--- config.mk ---
export PLATFORM = sky130hd
export DESIGN_NAME = sync_length_frame_deframer
export DESIGN_NICKNAME = d
export VERILOG_FILES = /design/src/sldf_pkg.sv /design/src/sldf_in_reg.sv /design/src/sldf_parser.sv /design/src/sync_length_frame_deframer.sv
export SDC_FILE = /design/constraint.sdc
export NUM_CORES = 1
export LEC_CHECK = 0
export BUFFER_PORTS_ARGS = -buffer_cell sky130_fd_sc_hd__buf_2
export CAP_MARGIN = 25
export CORE_MARGIN = 2
export CORE_UTILIZATION = 55
export CTS_CLUSTER_DIAMETER = 150
export DETAILED_ROUTE_END_ITERATION = 12
export PLACE_DENSITY = 0.75
export SYNTH_ARGS = -nofsm -noshare
export SYNTH_HDL_FRONTEND = slang
export SYNTH_HIERARCHICAL = 1
export SYNTH_SLANG_ARGS = --single-unit
--- constraint.sdc ---
create_clock -name clk -period 2.1 [get_ports clk]
set_input_delay 0.105 -clock clk [delete_from_list [all_inputs] [get_ports clk]]
set_output_delay 0.105 -clock clk [all_outputs]
set_load 0.05 [all_outputs]
--- src/sldf_pkg.sv ---
// shared types and constants for the sync/length frame deframer
`timescale 1ns / 1ps
`default_nettype none

package sldf_pkg;

  localparam int ByteW = 8;
  localparam int LenW  = 16;

  localparam logic [ByteW-1:0] SYNC_FIRST  = 8'h94;
  localparam logic [ByteW-1:0] SYNC_SECOND = 8'hC3;

  // parser phase, one-hot
  typedef enum logic [4:0] {
    PH_HUNT    = 5'b00001,
    PH_SYNC2   = 5'b00010,
    PH_LEN_HI  = 5'b00100,
    PH_LEN_LO  = 5'b01000,
    PH_PAYLOAD = 5'b10000
  } phase_t;

  // registered input request handed to the parser
  typedef struct packed {
    logic             valid;
    logic [ByteW-1:0] data;
  } req_t;

endpackage

`default_nettype wire

--- src/sldf_in_reg.sv ---
// input register stage: holds one received byte until the parser takes it
`timescale 1ns / 1ps
`default_nettype none

module sldf_in_reg (
  input  wire logic                      clk,
  input  wire logic                      rst,
  input  wire logic                      s_axis_tvalid,
  output logic                           s_axis_tready,
  input  wire logic [sldf_pkg::ByteW-1:0] s_axis_tdata,  // [7:0] rx_byte
  input  wire logic                      take,
  output sldf_pkg::req_t                 req
);

  logic                      full;
  logic [sldf_pkg::ByteW-1:0] data;

  // free when empty or when the held byte leaves this cycle
  assign s_axis_tready = !full || take;

  // valid flag
  always_ff @(posedge clk) begin
    if (rst) begin
      full <= 1'b0;
    end else if (s_axis_tvalid && s_axis_tready) begin
      full <= 1'b1;
    end else if (take) begin
      full <= 1'b0;
    end
  end

  // byte holding register
  always_ff @(posedge clk) begin
    if (s_axis_tvalid && s_axis_tready) begin
      data <= s_axis_tdata;
    end
  end

  assign req.valid = full;
  assign req.data  = data;

endmodule

`default_nettype wire

--- src/sldf_parser.sv ---
// sync hunt, length capture and payload count with the result register
`timescale 1ns / 1ps
`default_nettype none

module sldf_parser (
  input  wire logic                      clk,
  input  wire logic                      rst,
  input  wire sldf_pkg::req_t            req,
  output logic                           take,
  output logic                           m_axis_tvalid,
  input  wire logic                      m_axis_tready,
  output logic [sldf_pkg::ByteW-1:0]     m_axis_tdata,  // [7:0] payload_byte
  output logic                           m_axis_tlast,  // frame_last
  output logic                           m_axis_tuser   // frame_empty
);

  sldf_pkg::phase_t           phase, phase_next;
  logic [sldf_pkg::LenW-1:0]  remaining, remaining_next;
  logic [sldf_pkg::ByteW-1:0] length_high, length_high_next;
  logic                       emit;
  logic                       emit_last;
  logic                       emit_empty;
  logic [sldf_pkg::ByteW-1:0] emit_data;
  logic [sldf_pkg::LenW-1:0]  len;

  // the held request moves on when the result slot is free
  assign take = req.valid && (!m_axis_tvalid || m_axis_tready);

  assign len = {length_high, req.data};

  // phase machine
  always_comb begin
    phase_next       = phase;
    remaining_next   = remaining;
    length_high_next = length_high;
    emit             = 1'b0;
    emit_last        = 1'b0;
    emit_empty       = 1'b0;
    emit_data        = req.data;
    unique case (phase)
      sldf_pkg::PH_SYNC2: begin
        if (req.data == sldf_pkg::SYNC_SECOND) begin
          phase_next = sldf_pkg::PH_LEN_HI;
        end else if (req.data != sldf_pkg::SYNC_FIRST) begin
          phase_next = sldf_pkg::PH_HUNT;
        end
      end
      sldf_pkg::PH_LEN_HI: begin
        length_high_next = req.data;
        phase_next       = sldf_pkg::PH_LEN_LO;
      end
      sldf_pkg::PH_LEN_LO: begin
        remaining_next = len;
        if (len == '0) begin
          phase_next = sldf_pkg::PH_HUNT;
          emit       = 1'b1;
          emit_last  = 1'b1;
          emit_empty = 1'b1;
          emit_data  = '0;
        end else begin
          phase_next = sldf_pkg::PH_PAYLOAD;
        end
      end
      sldf_pkg::PH_PAYLOAD: begin
        remaining_next = remaining - sldf_pkg::LenW'(1);
        emit           = 1'b1;
        if (remaining == sldf_pkg::LenW'(1)) begin
          phase_next = sldf_pkg::PH_HUNT;
          emit_last  = 1'b1;
        end
      end
      default: begin
        // hunting, and any stray code acts as hunting
        phase_next = (req.data == sldf_pkg::SYNC_FIRST) ? sldf_pkg::PH_SYNC2
                                                        : sldf_pkg::PH_HUNT;
      end
    endcase
  end

  // parser state
  always_ff @(posedge clk) begin
    if (rst) begin
      phase       <= sldf_pkg::PH_HUNT;
      remaining   <= '0;
      length_high <= '0;
    end else if (take) begin
      phase       <= phase_next;
      remaining   <= remaining_next;
      length_high <= length_high_next;
    end
  end

  // result valid
  always_ff @(posedge clk) begin
    if (rst) begin
      m_axis_tvalid <= 1'b0;
    end else if (take) begin
      m_axis_tvalid <= emit;
    end else if (m_axis_tready) begin
      m_axis_tvalid <= 1'b0;
    end
  end

  // result payload
  always_ff @(posedge clk) begin
    if (take && emit) begin
      m_axis_tdata <= emit_data;
      m_axis_tlast <= emit_last;
      m_axis_tuser <= emit_empty;
    end
  end

  // a payload phase always has bytes left to count
  a_payload_nonzero: assert property (@(posedge clk) disable iff (rst)
    (phase == sldf_pkg::PH_PAYLOAD) |-> (remaining != '0))
    else $error("payload phase with zero bytes remaining");

  // an empty-frame result is always the last one and carries a zero byte
  a_empty_shape: assert property (@(posedge clk) disable iff (rst)
    (m_axis_tvalid && m_axis_tuser) |-> (m_axis_tlast && m_axis_tdata == '0))
    else $error("empty frame result malformed");

  // zero length low byte yields an empty result next cycle
  a_zero_len: assert property (@(posedge clk) disable iff (rst)
    (take && phase == sldf_pkg::PH_LEN_LO && len == '0)
      |=> (m_axis_tvalid && m_axis_tuser))
    else $error("zero-length frame gave no empty result");

  // the last payload byte returns the parser to hunting
  a_last_hunt: assert property (@(posedge clk) disable iff (rst)
    (take && phase == sldf_pkg::PH_PAYLOAD && remaining == sldf_pkg::LenW'(1))
      |=> (phase == sldf_pkg::PH_HUNT && m_axis_tlast))
    else $error("frame end did not return to hunting");

endmodule

`default_nettype wire

--- src/sync_length_frame_deframer.sv ---
// top level of the sync/length frame deframer
//
//   channel   dir  signals                     content
//   s_axis    in   tvalid tready tdata[7:0]    rx_byte
//   m_axis    out  tvalid tready tdata[7:0]    payload_byte
//                  tlast tuser                 frame_last, frame_empty
//
// one byte accepted per cycle, sustained while m_axis is ready
// the pipe is an input register and a result register; the 16-bit byte counter
// and phase machine sit between them
// a stalled m_axis holds both registers, so s_axis drops tready once both are full
// rst is synchronous, active high, and returns the parser to sync hunting
`timescale 1ns / 1ps
`default_nettype none

module sync_length_frame_deframer (
  input  wire logic                       clk,
  input  wire logic                       rst,
  input  wire logic                       s_axis_tvalid,
  output logic                            s_axis_tready,
  input  wire logic [sldf_pkg::ByteW-1:0] s_axis_tdata,  // [7:0] rx_byte
  output logic                            m_axis_tvalid,
  input  wire logic                       m_axis_tready,
  output logic [sldf_pkg::ByteW-1:0]      m_axis_tdata,  // [7:0] payload_byte
  output logic                            m_axis_tlast,  // frame_last
  output logic                            m_axis_tuser   // [0] frame_empty
);

  sldf_pkg::req_t req;
  logic           take;

  // input request register
  sldf_in_reg u_in_reg (
    .clk           (clk),
    .rst           (rst),
    .s_axis_tvalid (s_axis_tvalid),
    .s_axis_tready (s_axis_tready),
    .s_axis_tdata  (s_axis_tdata),
    .take          (take),
    .req           (req)
  );

  // frame parser and result register
  sldf_parser u_parser (
    .clk           (clk),
    .rst           (rst),
    .req           (req),
    .take          (take),
    .m_axis_tvalid (m_axis_tvalid),
    .m_axis_tready (m_axis_tready),
    .m_axis_tdata  (m_axis_tdata),
    .m_axis_tlast  (m_axis_tlast),
    .m_axis_tuser  (m_axis_tuser)
  );

endmodule

`default_nettype wire

==> results.cfg, run 1 <==
[sta]
maxClockFrequency_mhz = 495.6
hold_violations = 0
worst-slew-pin-transition_ns = 0.6309
grt_setup_unrepaired = true
fin_worst_skew_ns = 0.006145
setup_violations = 0
layout_worst_path_cycle_share = 0.9608
report.final.slew_viol_count = 0
max-slew-margin-rel = 0.5794
setup-tns-final_ns = 0
finalWorstPathRequiredPeriod_ns = 2.018

[pwr]
intPower_uw = 1346
max-vdd-ir-drop_mv = 0.4494
share_seq_of_total_power = 0.589
clock_power_share = 0.353
pwr_density_cell_nw_per_um2 = 602.4
total_leakage_power_uw = 0.001044
power_switching_share = 0.2118
power.net_switching_uw = 361.7
power_frac_comb = 0.058
total_power_uw = 1708

[placed_design]
numPlacedInstances = 333
io_buffers = 23
gp_congestion = 0.8555
post_dp_hpwl_um = 3911

[floorplan]
fp.dieArea_um2 = 4941
core_area_um2 = 4294
chipWidth_um = 70.30
std_cell_rows = 24
die_y_um = 70.30
io_pins = 24
starting_density_of_the_core = 0.5629

[global_routing]
number_of_antenna_violations_at_the_first_check_in_global_routing = 0
global_route.usage.total = 0.2347
grt_pass1_vias = 1938
grt_pass1_wl_um = 9066
grt_overflow_total = 0
grt_start_max_net_pins = 32

[setup_path]
cp_cell_sequence = inv_1 -> ha_1 -> nor4b_2 -> nand4_1 -> a21o_1 -> or4b_1 -> a21oi_1
worstPathMaxFanout = 7
timing.critical_path.from = u_parser/remaining[1]
timing.critical_path.to = u_parser/phase[1]
required_time_reported_for_the_critical_path_endpoint_ns = 2.33
critical_path_buf_inv_count = 1
reg2reg_setup_slack_ns = 0.08
critical_path_cell_count = 7
crit_type = reg -> reg
critPathArrivalTime_ns = 2.25
rr_startpoint = u_parser/remaining[1]
reg2regPathDepth = 7
worst_setup_path_end_kind = flop
worst_r2r_endpoint = u_parser/phase[1]
critPathLaunchType = flop
crit_path_top_delay_cell = sky130_fd_sc_hd__or4b_1
critical_path.max_stage_delay_ns = 0.53
path_delay_family = simple AND/OR/NAND/NOR gates

[synth]
synth_common_cells = sky130_fd_sc_hd__dfxtp_1 (31), sky130_fd_sc_hd__a21oi_1 (26), sky130_fd_sc_hd__nor2_1 (21)
netlist.area_leader.share = 0.2567
synth_ff_type = sky130_fd_sc_hd__dfxtp_1
avgSynthCellArea_um2 = 9.191
synth_cell_type_count = 47
yosys_warnings = 6
synth.net_count = 277
synthMostInstantiatedCell = sky130_fd_sc_hd__dfxtp_1
async_reset_ff_frac = 0
post_synth_inst_count = 263
synth_seq_area_share = 0.4803
synth_enable_flop_cells = 18
syn-cell-area_um2 = 2417
synth.area.top_cells = sky130_fd_sc_hd__dfxtp_1 (26%), sky130_fd_sc_hd__edfxtp_1 (22%), sky130_fd_sc_hd__a21oi_1 (5.4%)
library_cell_with_the_largest_summed_area_after_synthesis = sky130_fd_sc_hd__dfxtp_1
synth_seq_cells = 49

[min_path]
min_path_type = in -> reg

[job]
drv.max_cap_violation_count = 0

[clocking]
post_cts_buffers = 0
clock_root_buffer_master = sky130_fd_sc_hd__clkbuf_8
worst_skew_pair.late_latency_ns = 0.29
cts_max_level = 2
tritoncts = built
path_clk_slew_ns = 0.09
numClockSinks = 49
cts_buffers = 5
max_clock_buf_depth = 2

[outcome]
run_status = completed

[detailed_routing]
totalWireLength_um = 5535
avgRoutedWirePerCell_um = 15.86
drt-pass1-iter-count = 4
drt_iter0_drc = 214
drc_errors = 0
drt-vias-per-instance = 5.868
route.antenna.remaining_nets = 0
detailroute.via_count = 2048

[layout]
num-nets-final = 310
n_antenna_cell = 0
stdcell_count = 349
area_delta_synth_final_pct = 17.29
drive_gt1_frac = 0.2088
num-fill-cells = 364
layout.core_utilization = 0.6603
==> layout make-up <==
| class | count | area [µm²] | area share |
|---|---|---|---|
| clock buffers | 7 | 97.59 | 0.03442 |
| well taps | 52 | 65.06 | 0.02295 |
| flip-flops and latches | 49 | 1162 | 0.4100 |
| multi-input cells | 184 | 1136 | 0.4007 |
| clock inverters | 1 | 5.005 | 0.001765 |
| inverters | 7 | 26.28 | 0.009267 |
| repair buffers | 49 | 342.8 | 0.1209 |
==> through the flow <==
| stage | setup WS, ns | area (µm²) | hold WS, ns |
|---|---|---|---|
| after floorplan | 0.1571 | 2417 | 0.1674 |
| after global placement | 0.09329 | 2646 | 0.2810 |
| after detailed placement | 0.05576 | 2646 | 0.2831 |
| after CTS | 0.03415 | 2829 | 0.04248 |
| after global routing | -0.04246 | 2835 | 0.06594 |
| final | 0.08224 | 2835 | 0.05593 |
==> worst reg2reg max path: stages (launching register included) <==
cell,delay (ns)
sky130_fd_sc_hd__dfxtp_1,0.35
sky130_fd_sc_hd__inv_1,0.09
sky130_fd_sc_hd__ha_1,0.14
sky130_fd_sc_hd__nor4b_2,0.19
sky130_fd_sc_hd__nand4_1,0.21
sky130_fd_sc_hd__a21o_1,0.31
sky130_fd_sc_hd__or4b_1,0.53
sky130_fd_sc_hd__a21oi_1,0.14
==> registers in the layout, summed over array words and instances (netlist names) <==
name,cells
u_parser/remaining,16
u_in_reg/data,8
u_parser/length_high,8
u_parser/m_axis_tdata,8
u_parser/phase,5
u_in_reg/full,1
u_parser/m_axis_tlast,1
u_parser/m_axis_tuser,1
u_parser/m_axis_tvalid,1
==> how the worst min path moves through the flow <==
stage	start	to	cells after the start	slack, ns
final	s_axis_tvalid	u_in_reg/full	3	0.06
after floorplan	rst	u_in_reg/full	1	0.17
after global placement	s_axis_tdata[4]	u_in_reg/data[4]	1	0.28
after detailed placement	s_axis_tdata[1]	u_in_reg/data[1]	1	0.28
after global routing	s_axis_tvalid	u_in_reg/full	3	0.07
after CTS	s_axis_tvalid	u_in_reg/full	3	0.04
==> repair_timing <==
item                       4_1_cts  5_1_grt
setup endpoints to repair        0        6
resized for setup                0        2
hold buffers                     8        0
hold endpoints to repair         8        0
==> kinds of logic (layout without fill, tap and decap cells) <==
logic type	Yosys count	count (layout)	synth area share
buffers and inverters	30	64	0.05176
AOI/OAI and AO/OA	69	69	0.1646
muxes	10	10	0.04193
adders and majority gates	2	2	0.01035
and+or+nand+nor	101	101	0.2438
DFF	49	49	0.4803
xor gates and xnor gates	2	2	0.007248
==> power groups by stage <==
| stage | Clock [µW] | Sequential [µW] | Combinational, µW |
|---|---|---|---|
| detailed placement | 0 | 1030 | 86.0 |
| floorplan | 0 | 1030 | 46.7 |
| CTS | 624 | 1010 | 97.4 |
| finish | 603 | 1010 | 98.5 |
| global route | 652 | 1010 | 107 |
| global placement | 0 | 1030 | 85.8 |
==> cells in the final DEF (no fill, tap or decap), drive strengths merged, types with 3 or more instances in the layout <==
master,netlist,layout
edfxtp,18,18
nor3,11,11
nand3,5,5
nor2,23,23
nand2,17,17
inv,7,7
clkbuf,19,7
dlygate4sd3,0,8
o21ai,20,20
or4b,4,4
a21o,11,11
a31oi,5,5
and2,6,6
nand3b,3,3
nor4,9,9
dfxtp,31,31
mux2i,9,9
nand4,10,10
buf,4,41
a21oi,27,27
==> per-layer routing <==
metal / part of all wire / track usage / vias to the layer above
li1: - / - / 1018
met4: 0.010 / 0.07692 / 0
met3: 0.058 / 0.05772 / 4
met5: 0 / 0 / -
met2: 0.49 / 0.3826 / 55
met1: 0.44 / 0.3058 / 971
(Power assumes the default switching activity.)
==> inputs of run 2 (changes only) <==
--- a/config.mk
+++ b/config.mk
@@ -8,10 +8,10 @@
 export BUFFER_PORTS_ARGS = -buffer_cell sky130_fd_sc_hd__buf_2
 export CAP_MARGIN = 25
 export CORE_MARGIN = 2
-export CORE_UTILIZATION = 55
+export CORE_UTILIZATION = 58
 export CTS_CLUSTER_DIAMETER = 150
 export DETAILED_ROUTE_END_ITERATION = 12
-export PLACE_DENSITY = 0.75
+export PLACE_DENSITY = 0.78
 export SYNTH_ARGS = -nofsm -noshare
 export SYNTH_HDL_FRONTEND = slang
 export SYNTH_HIERARCHICAL = 1
==> results.cfg, run 2 (synthesized netlist as in run 1, its figures left out) <==
[outcome]
run_status = completed

[setup_path]
worst_setup_path_end_kind = flop
critical_path.max_stage_delay_ns = 0.53
critPathArrivalTime_ns = 2.22
worst_r2r_endpoint = u_parser/phase[1]
required_time_reported_for_the_critical_path_endpoint_ns = 2.33
critPathLaunchType = flop
rr_startpoint = u_parser/remaining[6]
crit_type = reg -> reg
worstPathMaxFanout = 6
crit_path_top_delay_cell = sky130_fd_sc_hd__or4b_1
reg2reg_setup_slack_ns = 0.11
cp_cell_sequence = nor4_2 -> nand4_1 -> a21o_1 -> or4b_1 -> a21oi_1
reg2regPathDepth = 5

[detailed_routing]
drt-vias-per-instance = 6.011
drc_errors = 0
drt-pass1-iter-count = 4
totalWireLength_um = 5515
route.antenna.remaining_nets = 0
detailroute.via_count = 2092
avgRoutedWirePerCell_um = 15.85
drt_iter0_drc = 247

[sta]
hold_violations = 0
maxClockFrequency_mhz = 501.6
setup_violations = 0
fin_worst_skew_ns = 0.007649
grt_setup_unrepaired = false
max-slew-margin-rel = 0.5933
report.final.slew_viol_count = 0
finalWorstPathRequiredPeriod_ns = 1.994
layout_worst_path_cycle_share = 0.9494
worst-slew-pin-transition_ns = 0.6045
setup-tns-final_ns = 0

[floorplan]
die_y_um = 68.56
io_pins = 24
starting_density_of_the_core = 0.6043
fp.dieArea_um2 = 4700
std_cell_rows = 23
chipWidth_um = 68.56
core_area_um2 = 4000

[placed_design]
gp_congestion = 0.9221
io_buffers = 23
numPlacedInstances = 331
post_dp_hpwl_um = 3797

[pwr]
total_power_uw = 1677
max-vdd-ir-drop_mv = 0.5606
total_leakage_power_uw = 0.001035
pwr_density_cell_nw_per_um2 = 595.5

[min_path]
min_to = u_in_reg/full
number_of_cells_on_the_worst_hold_path = 3
min_path_type = in -> reg
worst_hold_startpoint = s_axis_tvalid

[layout]
stdcell_count = 348
drive_gt1_frac = 0.2114
layout.cells.most_common = sky130_fd_sc_hd__dfxtp_1
flip_flop_count_of_the_largest_register_all_copies_and_words_added = 16
area_delta_synth_final_pct = 16.46
max_flop_register = u_parser/remaining
n_antenna_cell = 0
num-nets-final = 311
most_frequent_cells_in_the_layout = sky130_fd_sc_hd__dfxtp_1 (30), sky130_fd_sc_hd__a21oi_1 (26), sky130_fd_sc_hd__buf_2 (23)

[global_routing]
grt_overflow_total = 0
grt_start_max_net_pins = 32
grt_pass1_vias = 1936
number_of_antenna_violations_at_the_first_check_in_global_routing = 0
global_route.usage.met2 = 0.4315
grtUsageMet1 = 0.3413
grt_pass1_wl_um = 9066
global_route.usage.total = 0.2633
most_crowded_layer_after_global_routing = met2
grt_util_met3 = 0.06656

[clocking]
max_clock_buf_depth = 2
cts_buffers = 5
worst_skew_pair.late_latency_ns = 0.30
path_clk_slew_ns = 0.09
cts_max_level = 2
numClockSinks = 49
tritoncts = built
clock_root_buffer_master = sky130_fd_sc_hd__clkbuf_8

[job]
drv.max_cap_violation_count = 0
==> run 2: critical path: cells and delay by family (launching register included) <==
| family | cells | cell delay, ns |
|---|---|---|
| and+or+nand+nor | 3 | 1.13 |
| AOI/OAI and AO/OA | 2 | 0.41 |
| DFF | 1 | 0.38 |
==> run 2: per-stage QoR <==
step           setup WS (ns)  hold slack [ns]  cell area, µm²    util
2_1_floorplan         0.1571           0.1674            2417       -
3_3_place_gp         0.05959           0.2811            2631  0.6578
3_5_place_dp         0.05399           0.2835            2631  0.6578
4_1_cts              0.03197          0.04502            2801  0.7003
5_1_grt              0.01498          0.05971            2815  0.7038
6_report              0.1062          0.05650            2815  0.7038
==> run 2: worst max-delay path by stage <==
stage / start / to / slack [ns] / depth (start not counted)
floorplan: u_in_reg/data[2] / u_parser/m_axis_tdata[0] / 0.16 / 4
global placement: u_parser/remaining[0] / u_parser/phase[1] / 0.06 / 6
detailed placement: u_parser/remaining[0] / u_parser/phase[1] / 0.05 / 6
CTS: u_parser/remaining[0] / u_parser/phase[1] / 0.03 / 6
global route: u_parser/remaining[1] / u_parser/phase[1] / 0.01 / 7
finish: u_parser/remaining[6] / u_parser/phase[1] / 0.11 / 5
==> run 2: cell type report <==
class                           instances  area (µm²)
Clock buffer                            8       90.09
Fill cell                             317        1185
Inverter                                7       26.28
Multi-Input combinational cell        184        1136
Sequential cell                        49        1162
Tap cell                               50       62.56
Timing Repair Buffer                   50       337.8
==> run 2: routing by layer <==
| metal | wire, µm | vias up |
|---|---|---|
| li1 | - | 1023 |
| met1 | 2405 | 987 |
| met2 | 2647 | 70 |
| met3 | 369 | 12 |
| met4 | 93 | 0 |
| met5 | 0 | - |
==> run 2: timing repair <==
action / in CTS / in global routing
hold buffers: 8 / 0
endpoints found under the hold margin: 8 / 0
endpoints found under the setup margin: 0 / 16
gates resized for setup: 0 / 3
buffers inserted: 0 / 1
==> run 2: where the power goes <==
part	internal (µW)	leakage, µW	switching [µW]
Clock	269	0.0000455	299
Sequential	996	0.000423	10.5
Combinational	47.1	0.000567	54.9
